File: src/hdl/bdq_pkg.sv
`timescale 1ns / 1ps
`default_nettype none
// ----------------------------------------------------------------------------
// bdq_pkg: shared types and constants
// Beat formats, operation and status codes, and controller/datapath
// command and status bundles for the bounded deque.
// ----------------------------------------------------------------------------
package bdq_pkg;

  localparam int unsigned DEPTH_DEF  = 16;
  localparam int unsigned LIST_LIMIT = 16;  // most entries one listing reports
  localparam int unsigned POS_W      = 8;

  typedef enum logic [2:0] {
    KIND_PUSH_FRONT = 3'd0,
    KIND_PUSH_BACK  = 3'd1,
    KIND_POP_FRONT  = 3'd2,
    KIND_POP_BACK   = 3'd3,
    KIND_SORT       = 3'd4,
    KIND_LIST_FWD   = 3'd5,
    KIND_LIST_BWD   = 3'd6
  } kind_e;

  typedef enum logic [1:0] {
    ST_OK     = 2'd0,
    ST_EMPTY  = 2'd1,
    ST_FULL   = 2'd2,
    ST_BEYOND = 2'd3
  } status_e;

  typedef struct packed {
    logic [2:0]        kind;
    logic signed [15:0] key;
    logic [15:0]       tag;
    logic [POS_W-1:0]  position;
  } in_beat_t;

  typedef struct packed {
    logic signed [15:0] entry_key;
    logic [15:0]       entry_tag;
    status_e           status;
    logic              last;
  } out_beat_t;

  typedef struct packed {
    logic signed [15:0] key;
    logic [15:0]       tag;
  } entry_t;

  typedef enum logic [3:0] {
    S_IDLE,
    S_DECODE,
    S_LIST_RD,
    S_ENTRY_EMIT,
    S_SORT_START,
    S_SORT_FIRST,
    S_SORT_STEP,
    S_SORT_TAIL,
    S_EMIT_OK
  } state_e;

  // read address: logical position relative to the front
  typedef enum logic [2:0] {
    RD_ZERO,
    RD_BACK,
    RD_IDX,
    RD_IDX1,
    RD_IDX2
  } rd_sel_e;

  typedef enum logic [1:0] {
    WS_NEW_FRONT,
    WS_BACK,
    WS_IDX
  } wr_sel_e;

  typedef enum logic [1:0] {
    WD_INPUT,
    WD_SORT,
    WD_CARRY
  } wd_sel_e;

  typedef struct packed {
    logic    capture;
    logic    rd_en;
    rd_sel_e rd_sel;
    logic    wr_en;
    wr_sel_e wr_sel;
    wd_sel_e wd_sel;
    logic    front_dec;
    logic    front_inc;
    logic    count_inc;
    logic    count_dec;
    logic    idx_zero;
    logic    idx_start;
    logic    idx_step;
    logic    limit_load;
    logic    limit_dec;
    logic    rem_load;
    logic    rem_dec;
    logic    swap_clr;
    logic    carry_load;
    logic    sort_step;
    logic    emit;
    logic    emit_rd;
    status_e emit_status;
    logic    emit_last;
  } ctl_t;

  typedef struct packed {
    kind_e kind;
    logic  full;
    logic  empty;
    logic  sort_trivial;
    logic  beyond;
    logic  pass_end;
    logic  sort_again;
    logic  rem_last;
    logic  out_free;
  } sts_t;

endpackage
`default_nettype wire

File: src/hdl/bdq_ram.sv
`timescale 1ns / 1ps
`default_nettype none
// ----------------------------------------------------------------------------
// bdq_ram: generic simple dual-port RAM
// One write port, one read port with registered read data held when idle.
// ----------------------------------------------------------------------------
module bdq_ram #(
  parameter int unsigned WIDTH = 32,
  parameter int unsigned DEPTH = 16
) (
  input  wire logic                     clk_i,
  input  wire logic                     we_i,
  input  wire logic [$clog2(DEPTH)-1:0] waddr_i,
  input  wire logic [WIDTH-1:0]         wdata_i,
  input  wire logic                     re_i,
  input  wire logic [$clog2(DEPTH)-1:0] raddr_i,
  output logic      [WIDTH-1:0]         rdata_o
);

  logic [WIDTH-1:0] mem_q [DEPTH];
  logic [WIDTH-1:0] rdata_q;

  always_ff @(posedge clk_i) begin
    if (we_i) begin
      mem_q[waddr_i] <= wdata_i;
    end
    if (re_i) begin
      rdata_q <= mem_q[raddr_i];
    end
  end

  assign rdata_o = rdata_q;

endmodule
`default_nettype wire

File: src/hdl/bdq_ctrl.sv
`timescale 1ns / 1ps
`default_nettype none
// ----------------------------------------------------------------------------
// bdq_ctrl: operation sequencer
// Decodes each captured beat and steps the datapath through pushes, pops,
// bubble-sort passes and listings.
// ----------------------------------------------------------------------------
module bdq_ctrl import bdq_pkg::*; (
  input  wire logic clk_i,
  input  wire logic rst_ni,
  input  wire logic in_valid_i,
  output logic      in_stall_o,
  input  wire sts_t sts_i,
  output ctl_t      ctl_o
);

  state_e state_q, state_d;

  assign in_stall_o = (state_q != S_IDLE);

  always_ff @(posedge clk_i or negedge rst_ni) begin
    if (!rst_ni) begin
      state_q <= S_IDLE;
    end else begin
      state_q <= state_d;
    end
  end

  // next state
  always_comb begin
    state_d = state_q;
    case (state_q)
      S_IDLE: begin
        if (in_valid_i) state_d = S_DECODE;
      end
      S_DECODE: begin
        if (sts_i.out_free) begin
          state_d = S_IDLE;
          if (sts_i.kind inside {KIND_POP_FRONT, KIND_POP_BACK}) begin
            if (!sts_i.empty) state_d = S_ENTRY_EMIT;
          end else if (sts_i.kind == KIND_SORT) begin
            if (!sts_i.sort_trivial) state_d = S_SORT_START;
          end else if (sts_i.kind inside {KIND_LIST_FWD, KIND_LIST_BWD}) begin
            if (!sts_i.empty && !sts_i.beyond) state_d = S_LIST_RD;
          end
        end
      end
      S_LIST_RD:    state_d = S_ENTRY_EMIT;
      S_ENTRY_EMIT: begin
        if (sts_i.out_free) state_d = sts_i.rem_last ? S_IDLE : S_LIST_RD;
      end
      S_SORT_START: state_d = S_SORT_FIRST;
      S_SORT_FIRST: state_d = S_SORT_STEP;
      S_SORT_STEP: begin
        if (sts_i.pass_end) state_d = S_SORT_TAIL;
      end
      S_SORT_TAIL:  state_d = sts_i.sort_again ? S_SORT_START : S_EMIT_OK;
      S_EMIT_OK: begin
        if (sts_i.out_free) state_d = S_IDLE;
      end
      default:      state_d = S_IDLE;
    endcase
  end

  // commands
  always_comb begin
    ctl_o             = '0;
    ctl_o.rd_sel      = RD_ZERO;
    ctl_o.wr_sel      = WS_IDX;
    ctl_o.wd_sel      = WD_INPUT;
    ctl_o.emit_status = ST_OK;
    ctl_o.emit_last   = 1'b1;
    case (state_q)
      S_IDLE: begin
        ctl_o.capture = in_valid_i;
      end
      S_DECODE: begin
        if (sts_i.out_free) begin
          case (sts_i.kind)
            KIND_PUSH_FRONT, KIND_PUSH_BACK: begin
              ctl_o.emit = 1'b1;
              if (sts_i.full) begin
                ctl_o.emit_status = ST_FULL;
              end else begin
                ctl_o.wr_en     = 1'b1;
                ctl_o.wr_sel    = (sts_i.kind == KIND_PUSH_FRONT) ? WS_NEW_FRONT : WS_BACK;
                ctl_o.front_dec = (sts_i.kind == KIND_PUSH_FRONT);
                ctl_o.count_inc = 1'b1;
              end
            end
            KIND_POP_FRONT, KIND_POP_BACK: begin
              if (sts_i.empty) begin
                ctl_o.emit        = 1'b1;
                ctl_o.emit_status = ST_EMPTY;
              end else begin
                ctl_o.rd_en     = 1'b1;
                ctl_o.rd_sel    = (sts_i.kind == KIND_POP_FRONT) ? RD_ZERO : RD_BACK;
                ctl_o.front_inc = (sts_i.kind == KIND_POP_FRONT);
                ctl_o.count_dec = 1'b1;
                ctl_o.rem_load  = 1'b1;
              end
            end
            KIND_SORT: begin
              if (sts_i.sort_trivial) ctl_o.emit = 1'b1;
              else                    ctl_o.limit_load = 1'b1;
            end
            KIND_LIST_FWD, KIND_LIST_BWD: begin
              if (sts_i.empty) begin
                ctl_o.emit        = 1'b1;
                ctl_o.emit_status = ST_EMPTY;
              end else if (sts_i.beyond) begin
                ctl_o.emit        = 1'b1;
                ctl_o.emit_status = ST_BEYOND;
              end else begin
                ctl_o.idx_start = 1'b1;
                ctl_o.rem_load  = 1'b1;
              end
            end
            default: begin
              ctl_o.emit = 1'b1;
            end
          endcase
        end
      end
      S_LIST_RD: begin
        ctl_o.rd_en  = 1'b1;
        ctl_o.rd_sel = RD_IDX;
      end
      S_ENTRY_EMIT: begin
        if (sts_i.out_free) begin
          ctl_o.emit      = 1'b1;
          ctl_o.emit_rd   = 1'b1;
          ctl_o.emit_last = sts_i.rem_last;
          ctl_o.rem_dec   = 1'b1;
          ctl_o.idx_step  = 1'b1;
        end
      end
      S_SORT_START: begin
        ctl_o.rd_en    = 1'b1;
        ctl_o.rd_sel   = RD_ZERO;
        ctl_o.idx_zero = 1'b1;
        ctl_o.swap_clr = 1'b1;
      end
      S_SORT_FIRST: begin
        ctl_o.carry_load = 1'b1;
        ctl_o.rd_en      = 1'b1;
        ctl_o.rd_sel     = RD_IDX1;
      end
      S_SORT_STEP: begin
        ctl_o.wr_en     = 1'b1;
        ctl_o.wr_sel    = WS_IDX;
        ctl_o.wd_sel    = WD_SORT;
        ctl_o.sort_step = 1'b1;
        ctl_o.idx_step  = 1'b1;
        ctl_o.rd_en     = !sts_i.pass_end;
        ctl_o.rd_sel    = RD_IDX2;
      end
      S_SORT_TAIL: begin
        ctl_o.wr_en     = 1'b1;
        ctl_o.wr_sel    = WS_IDX;
        ctl_o.wd_sel    = WD_CARRY;
        ctl_o.limit_dec = 1'b1;
      end
      S_EMIT_OK: begin
        ctl_o.emit = sts_i.out_free;
      end
      default: begin
        ctl_o.emit = 1'b0;
      end
    endcase
  end

endmodule
`default_nettype wire

File: src/hdl/bdq_dpath.sv
`timescale 1ns / 1ps
`default_nettype none
// ----------------------------------------------------------------------------
// bdq_dpath: deque datapath
// Circular entry store, front/count pointers, sort and listing counters,
// and the result register.
// ----------------------------------------------------------------------------
module bdq_dpath import bdq_pkg::*; #(
  parameter int unsigned DEPTH = DEPTH_DEF
) (
  input  wire logic      clk_i,
  input  wire logic      rst_ni,
  input  wire in_beat_t  in_data_i,
  input  wire ctl_t      ctl_i,
  output sts_t           sts_o,
  input  wire logic      out_stall_i,
  output logic           out_valid_o,
  output out_beat_t      out_data_o
);

  localparam int unsigned AW   = $clog2(DEPTH);
  localparam int unsigned CW   = $clog2(DEPTH + 1);
  localparam int unsigned SW   = CW + 1;
  localparam int unsigned CMPW = (CW > POS_W) ? CW : POS_W;
  localparam int unsigned NW   = $clog2(LIST_LIMIT + 1);

  in_beat_t        op_q;
  logic [AW-1:0]   front_q;
  logic [CW-1:0]   count_q;
  logic [CW-1:0]   idx_q;
  logic [CW-1:0]   limit_q;
  logic [NW-1:0]   rem_q;
  entry_t          carry_q;
  logic            swapped_q;
  out_beat_t       out_q;
  logic            out_valid_q;

  kind_e           kind;
  logic [AW-1:0]   front_dec_val;
  logic [AW-1:0]   front_inc_val;
  logic [CW-1:0]   rd_log;
  logic [AW-1:0]   rd_addr;
  logic [AW-1:0]   wr_addr;
  entry_t          wr_entry;
  logic [$bits(entry_t)-1:0] rd_raw;
  entry_t          rd_entry;
  logic            gt;
  logic [POS_W-1:0] start;
  logic            beyond;
  logic [CMPW-1:0] n_raw;
  logic [NW-1:0]   n_list;
  logic            out_free;
  logic            bwd;

  // logical position -> physical slot; sum stays below twice DEPTH
  function automatic logic [AW-1:0] slot_of(input logic [AW-1:0] front,
                                            input logic [CW-1:0] logical);
    logic [SW-1:0] sum;
    sum = SW'(front) + SW'(logical);
    if (sum >= SW'(DEPTH)) sum = sum - SW'(DEPTH);
    return sum[AW-1:0];
  endfunction

  assign kind          = kind_e'(op_q.kind);
  assign bwd           = (kind == KIND_LIST_BWD);
  assign front_dec_val = (front_q == '0) ? AW'(DEPTH - 1) : front_q - AW'(1);
  assign front_inc_val = (front_q == AW'(DEPTH - 1)) ? '0 : front_q + AW'(1);

  always_comb begin
    case (ctl_i.rd_sel)
      RD_ZERO: rd_log = '0;
      RD_BACK: rd_log = count_q - CW'(1);
      RD_IDX:  rd_log = idx_q;
      RD_IDX1: rd_log = idx_q + CW'(1);
      RD_IDX2: rd_log = idx_q + CW'(2);
      default: rd_log = '0;
    endcase
  end
  assign rd_addr = slot_of(front_q, rd_log);

  always_comb begin
    case (ctl_i.wr_sel)
      WS_NEW_FRONT: wr_addr = front_dec_val;
      WS_BACK:      wr_addr = slot_of(front_q, count_q);
      WS_IDX:       wr_addr = slot_of(front_q, idx_q);
      default:      wr_addr = '0;
    endcase
  end

  assign rd_entry = entry_t'(rd_raw);
  assign gt       = (carry_q.key > rd_entry.key);

  // bubble step: the larger key moves on in the carry register
  always_comb begin
    case (ctl_i.wd_sel)
      WD_INPUT: wr_entry = '{key: op_q.key, tag: op_q.tag};
      WD_SORT:  wr_entry = gt ? rd_entry : carry_q;
      WD_CARRY: wr_entry = carry_q;
      default:  wr_entry = carry_q;
    endcase
  end

  bdq_ram #(
    .WIDTH ($bits(entry_t)),
    .DEPTH (DEPTH)
  ) u_ram (
    .clk_i   (clk_i),
    .we_i    (ctl_i.wr_en),
    .waddr_i (wr_addr),
    .wdata_i (wr_entry),
    .re_i    (ctl_i.rd_en),
    .raddr_i (rd_addr),
    .rdata_o (rd_raw)
  );

  // listing bounds
  assign start  = (op_q.position == '0) ? '0 : op_q.position - POS_W'(1);
  assign beyond = (CMPW'(start) >= CMPW'(count_q));
  assign n_raw  = bwd ? CMPW'(start) + CMPW'(1) : CMPW'(count_q) - CMPW'(start);
  assign n_list = (n_raw > CMPW'(LIST_LIMIT)) ? NW'(LIST_LIMIT) : NW'(n_raw);

  assign out_free = !out_valid_q || !out_stall_i;

  always_comb begin
    sts_o.kind         = kind;
    sts_o.full         = (count_q == CW'(DEPTH));
    sts_o.empty        = (count_q == '0);
    sts_o.sort_trivial = (count_q <= CW'(1));
    sts_o.beyond       = beyond;
    sts_o.pass_end     = ((SW'(idx_q) + SW'(2)) == SW'(limit_q));
    sts_o.sort_again   = swapped_q && (limit_q > CW'(2));
    sts_o.rem_last     = (rem_q == NW'(1));
    sts_o.out_free     = out_free;
  end

  always_ff @(posedge clk_i or negedge rst_ni) begin
    if (!rst_ni) begin
      front_q     <= '0;
      count_q     <= '0;
      out_valid_q <= 1'b0;
    end else begin
      if (ctl_i.front_dec) front_q <= front_dec_val;
      if (ctl_i.front_inc) front_q <= front_inc_val;
      if (ctl_i.count_inc) count_q <= count_q + CW'(1);
      if (ctl_i.count_dec) count_q <= count_q - CW'(1);
      if (ctl_i.emit)        out_valid_q <= 1'b1;
      else if (!out_stall_i) out_valid_q <= 1'b0;
    end
  end

  always_ff @(posedge clk_i) begin
    if (ctl_i.capture) op_q <= in_data_i;
    if (ctl_i.idx_zero)       idx_q <= '0;
    else if (ctl_i.idx_start) idx_q <= CW'(start);
    else if (ctl_i.idx_step)  idx_q <= bwd ? idx_q - CW'(1) : idx_q + CW'(1);
    if (ctl_i.limit_load)     limit_q <= count_q;
    else if (ctl_i.limit_dec) limit_q <= limit_q - CW'(1);
    if (ctl_i.rem_load)     rem_q <= (bwd || kind == KIND_LIST_FWD) ? n_list : NW'(1);
    else if (ctl_i.rem_dec) rem_q <= rem_q - NW'(1);
    if (ctl_i.swap_clr)       swapped_q <= 1'b0;
    else if (ctl_i.sort_step) swapped_q <= swapped_q | gt;
    if (ctl_i.carry_load)                carry_q <= rd_entry;
    else if (ctl_i.sort_step && !gt)     carry_q <= rd_entry;
    if (ctl_i.emit) begin
      out_q.entry_key <= ctl_i.emit_rd ? rd_entry.key : '0;
      out_q.entry_tag <= ctl_i.emit_rd ? rd_entry.tag : '0;
      out_q.status    <= ctl_i.emit_status;
      out_q.last      <= ctl_i.emit_last;
    end
  end

  assign out_valid_o = out_valid_q;
  assign out_data_o  = out_q;

endmodule
`default_nettype wire

File: src/hdl/bounded_deque_with_sort_core.sv
`timescale 1ns / 1ps
`default_nettype none
// Timing: push, error and no-op results are registered in decode, and a pop
//   emits its entry from the entry-emit state; a listing alternates read and
//   emit states per entry, and each emit waits out a stalled result. One beat
//   in work at a time; sort passes are paced by the single RAM read port.
// Reset: rst_ni clears the front pointer, entry count, controller and result
//   valid; the entry RAM is not cleared and needs no clearing pass.
// ----------------------------------------------------------------------------
// bounded_deque_with_sort_core: bounded double-ended queue with stable sort
// Circular store of key/tag entries with push/pop at both ends, in-place
// bubble sort by signed key, and listings from a 1-based position.
// ----------------------------------------------------------------------------
module bounded_deque_with_sort_core import bdq_pkg::*; #(
  parameter int unsigned DEPTH = DEPTH_DEF
) (
  input  wire logic     clk_i,
  input  wire logic     rst_ni,
  // request beats
  input  wire logic     in_valid_i,
  output logic          in_stall_o,
  input  wire in_beat_t in_data_i,
  // result beats
  output logic          out_valid_o,
  input  wire logic     out_stall_i,
  output out_beat_t     out_data_o
);

  // The controller and datapath talk only through these two bundles.
  ctl_t ctl;
  sts_t sts;

  // Sequencer: a beat is taken only in the idle state; the result register
  // in the datapath lets the next beat enter while a result still waits.
  bdq_ctrl u_ctrl (
    .clk_i      (clk_i),
    .rst_ni     (rst_ni),
    .in_valid_i (in_valid_i),
    .in_stall_o (in_stall_o),
    .sts_i      (sts),
    .ctl_o      (ctl)
  );

  // Datapath: RAM with one write and one registered read port. Sorting keeps
  // the running maximum in a carry register so each compare needs one read.
  bdq_dpath #(
    .DEPTH (DEPTH)
  ) u_dpath (
    .clk_i       (clk_i),
    .rst_ni      (rst_ni),
    .in_data_i   (in_data_i),
    .ctl_i       (ctl),
    .sts_o       (sts),
    .out_stall_i (out_stall_i),
    .out_valid_o (out_valid_o),
    .out_data_o  (out_data_o)
  );

endmodule
`default_nettype wire

File: config.mk
export PLATFORM = sky130hd
export DESIGN_NAME = bounded_deque_with_sort_core
export DESIGN_NICKNAME = d
export VERILOG_FILES = /design/src/hdl/bdq_pkg.sv /design/src/hdl/bdq_ram.sv /design/src/hdl/bdq_ctrl.sv /design/src/hdl/bdq_dpath.sv /design/src/hdl/bounded_deque_with_sort_core.sv
export SDC_FILE = /design/constraint.sdc
export NUM_CORES = 1
export LEC_CHECK = 0
export BUFFER_PORTS_ARGS = -buffer_cell sky130_fd_sc_hd__buf_2
export CAP_MARGIN = 20
export CELL_PAD_IN_SITES_DETAIL_PLACEMENT = 0
export CELL_PAD_IN_SITES_GLOBAL_PLACEMENT = 2
export CORE_MARGIN = 1.5
export CORE_UTILIZATION = 48
export CTS_CLUSTER_DIAMETER = 150
export DETAILED_ROUTE_END_ITERATION = 10
export PLACE_DENSITY = 0.88
export SYNTH_ARGS = -nofsm -noshare
export SYNTH_HDL_FRONTEND = slang
export SYNTH_SLANG_ARGS = --single-unit
export TNS_END_PERCENT = 100
File: constraint.sdc
create_clock -name clk_i -period 7 [get_ports clk_i]
set_input_delay 1.75 -clock clk_i [delete_from_list [all_inputs] [get_ports clk_i]]
set_output_delay 1.75 -clock clk_i [all_outputs]
set_load 0.005 [all_outputs]
==> flow_summary.toml <==
[outcome]
outcome = "finished, final reports clean"

[worst_setup_path]
path_max_fanout = 16
critical_path_class = "in -> reg"
reg2reg_from = "u_ctrl.state_q[0]"
cp-startpoint = "out_stall_i"
cp-start-kind = "primary input"
worst_setup_path_end_kind = "flip-flop"
critPathArrivalTime_ns = 6.00
critPathRequiredTime_ns = 7.30

[detailed_routing]
drt_iter0_drc = 1685
drc_errors = 0
routed_via_density = 5.990
drt-pass1-iter-count = 5
vias = 15130
antenna_left = 0
finalWirelength_um = 67340
wl_per_cell_um = 26.66

[pwr]
ir_drop_v = 0.0003769
clkPwrFrac = 0.220
swShare = 0.3526
leakagePower_nw = 10.92
p_total_mw = 16.90
intPower_mw = 10.94
pwr-share-seq = 0.362
comb_power_share = 0.418
power.density_nw_per_um2 = 519.5
power_switching_mw = 5.957

[place]
dp_hpwl_um = 42760
portBuffers = 83
dp.cells = 2389
place_congestion = 0.8739
dpl_cell_area_um2 = 30160

[synth]
synth_cell_types = 68
synth_edf_count = 664
synthesis.nets = 1655
synth_top_area_frac = 0.7021
yosys_warnings = 0
netlist_area_um2 = 28400
synth.top_cells.by_area = "edfxtp_1 70%, mux4_2 13%, ha_1 2.2%"
synth_largest_area_cell = "edfxtp_1"
syn_avg_cell_area_um2 = 18.25
synth_flop_cell = "edfxtp_1"
syn-instance-count = 1556
async_reset_ff_frac = 0.02047
yosys_register_bits = 684
seq_area_frac_synth = 0.7187

[cells_and_area]
fin_area_um2 = 32520
n_fill_cell = 4356
final_cells = 2526
nets = 1805
syn_to_final_growth_pct = 14.52
drive_above_1_share = 0.2534

[grt]
grt_use_total = 0.2289
first_global_vias = 15370
antenna_found_initial = 3
grt_max_degree = 65
grt-ovfl-total = 0
grt_pass1_wl_um = 100400

[clock_network]
clock_latency_ns = 0.62
cts.sinks = 684
numCtsBuffers = 69
ctsHoldBuffers = 0
clock_path_buffers = 3
cts_tree = "yes"
clk_pin_slew_worst_paths_ns = 0.06
cts_setup_buffers = 0
cts-resized-gates = 0
h-tree-depth = 3
cts_root_buf = "clkbuf_16"

[floorplan]
initial_utilization = 0.4885
die_h_um = 246.2
core_area_um2 = 58140
die_area_um2 = 60630
rows = 88
io_pins = 84
fp.dieW_um = 246.2

[worst_hold_path]
min-delay-start = "u_dpath.u_ram.rdata_o[12]"
hold_path_class = "reg -> reg"

[timing]
fmax_mhz = 175.2
worst_pin_slew_ns = 1.045
fin_skew_ns = 0.02540
setup_viol = 0
fin_crit_sh = 0.8153
drv_slew = 0
rsz0062_at_grt = "false"
hold_viol_final = 0
slew_headroom = 0.2979
fin_crit_ns = 5.707
tns_ns = 0

[run]
drv_cap = 0
[synthesized netlist by cell type, types with 16 or more instances]
cell type and instances:
and2_1 36, edfxtp_1 664, mux2i_1 36, o21ai_0 25, a21oi_1 77, nand2_1 48
mux4_2 160, ha_1 49, inv_1 46, nor2_1 105, nor3_1 16, clkbuf_1 61
xnor2_1 24
[cell families (layout without fill, tap and decap cells)]
| kind of cell | count (synthesis) | after routing | share of synthesized area |
|---|---|---|---|
| AND/OR/NAND/NOR | 278 | 278 | 0.04820 |
| XOR/XNOR | 34 | 34 | 0.01049 |
| AO/OA/AOI/OAI | 184 | 184 | 0.04058 |
| adder cells (fa/ha/maj) | 52 | 52 | 0.02370 |
| multiplexers | 201 | 201 | 0.1416 |
| other | 0 | 1 | 0 |
| buffers and inverters | 123 | 327 | 0.01683 |
| flip-flops | 684 | 684 | 0.7187 |
[critical path: stages]
cell and delay [ns]:
buf_2 0.11, nand2_1 0.09, nand3_1 0.22, nor2_1 0.08
nand2_1 0.26, clkinv_1 0.35, nand2_1 0.22, ha_1 0.29
nand2_1 0.07, o21ai_0 0.14, ha_1 0.29, a21o_1 0.18
a21oi_1 0.17, xnor2_1 0.14, a2bb2oi_1 0.36, nand2_1 0.32
nor2_4 0.62, buf_4 0.34
[stage by stage]
step / hold WS, ns / utilization / worst slack, ns
after floorplan: 0.4304 / - / 0.9530
final: 0.4908 / 0.5594 / 1.293
after global routing: 0.5061 / 0.5594 / 1.011
after detailed placement: 0.4670 / 0.5188 / 0.7606
after CTS: 0.4806 / 0.5580 / 1.359
after global placement: 0.4548 / 0.5183 / 0.9052
[sequential cells by signal (all words and copies together), names as in the netlist, 5 cells and up]
register,flops
u_dpath.carry_q,32
u_dpath.count_q,5
u_dpath.idx_q,5
u_dpath.limit_q,5
u_dpath.op_q,40
u_dpath.out_data_o,35
u_dpath.rem_q,5
u_dpath.u_ram.mem_q,512
u_dpath.u_ram.rdata_o,32
[power by group through the flow]
stage                     clock network (mW)  registers (mW)  logic [mW]
after detailed placement                   0            6.19        7.01
after floorplan                            0            5.96        4.79
after global routing                    3.93            6.17        7.57
final                                   3.71            6.12        7.06
after global placement                     0            6.18        6.88
after CTS                               3.78            6.12        7.08
[path summary, 6_finish.rpt]
| check | slack [ns] | to | cells after the start |
|---|---|---|---|
| worst max-delay path | 1.29 | u_dpath.u_ram.mem_q[5][12] | 18 |
| worst min-delay path | 0.49 | u_dpath.carry_q[12] | 0 |
| worst max register to register | 1.35 | u_dpath.u_ram.mem_q[5][12] | 16 |
| worst min register to register | 0.49 | u_dpath.carry_q[12] | 0 |
| max in group asynchronous | 5.66 | u_dpath.out_valid_o | 1 |
| min in group asynchronous | 1.06 | u_dpath.front_q[1] | 1 |
[layer usage]
metal  global-route usage  wire (um)  vias to the layer above
met5                    0         13                        -
met3              0.07505       7321                       98
met2               0.3366      30640                      710
li1                     -          -                     6549
met1               0.3237      27750                     7771
met4              0.07434       1609                        2
[cell usage in the layout, fill, tap and decap left out, types with 8 or more instances in the layout]
cell type,n
a21o_1,10
a21oi_1,77
and2_1,35
buf_2,83
buf_4,68
bufinv_16,8
clkbuf_1,15
clkbuf_16,70
clkinv_1,15
dfrtp_1,14
edfxtp_1,664
ha_1,48
inv_1,46
mux2i_1,36
mux4_2,160
nand2_1,47
nand3_1,14
nor2_1,88
nor2_4,17
nor2b_1,10
nor3_1,16
o21ai_0,25
o22ai_1,10
or3_1,9
xnor2_1,22
xor2_1,10
[final cells by class]
cell class | instances | area [um2] | area share
Antenna cell | 1 | 2.502 | 0.00007694
Clock inverter | 40 | 469.2 | 0.01443
Sequential cell | 684 | 20410 | 0.6275
Multi-Input combinational cell | 749 | 7695 | 0.2366
Clock buffer | 85 | 1808 | 0.05559
Tap cell | 765 | 957.2 | 0.02943
Inverter | 47 | 176.4 | 0.005424
Timing Repair Buffer | 155 | 1006 | 0.03093
No activity file was read; power rests on OpenSTA's default activity.
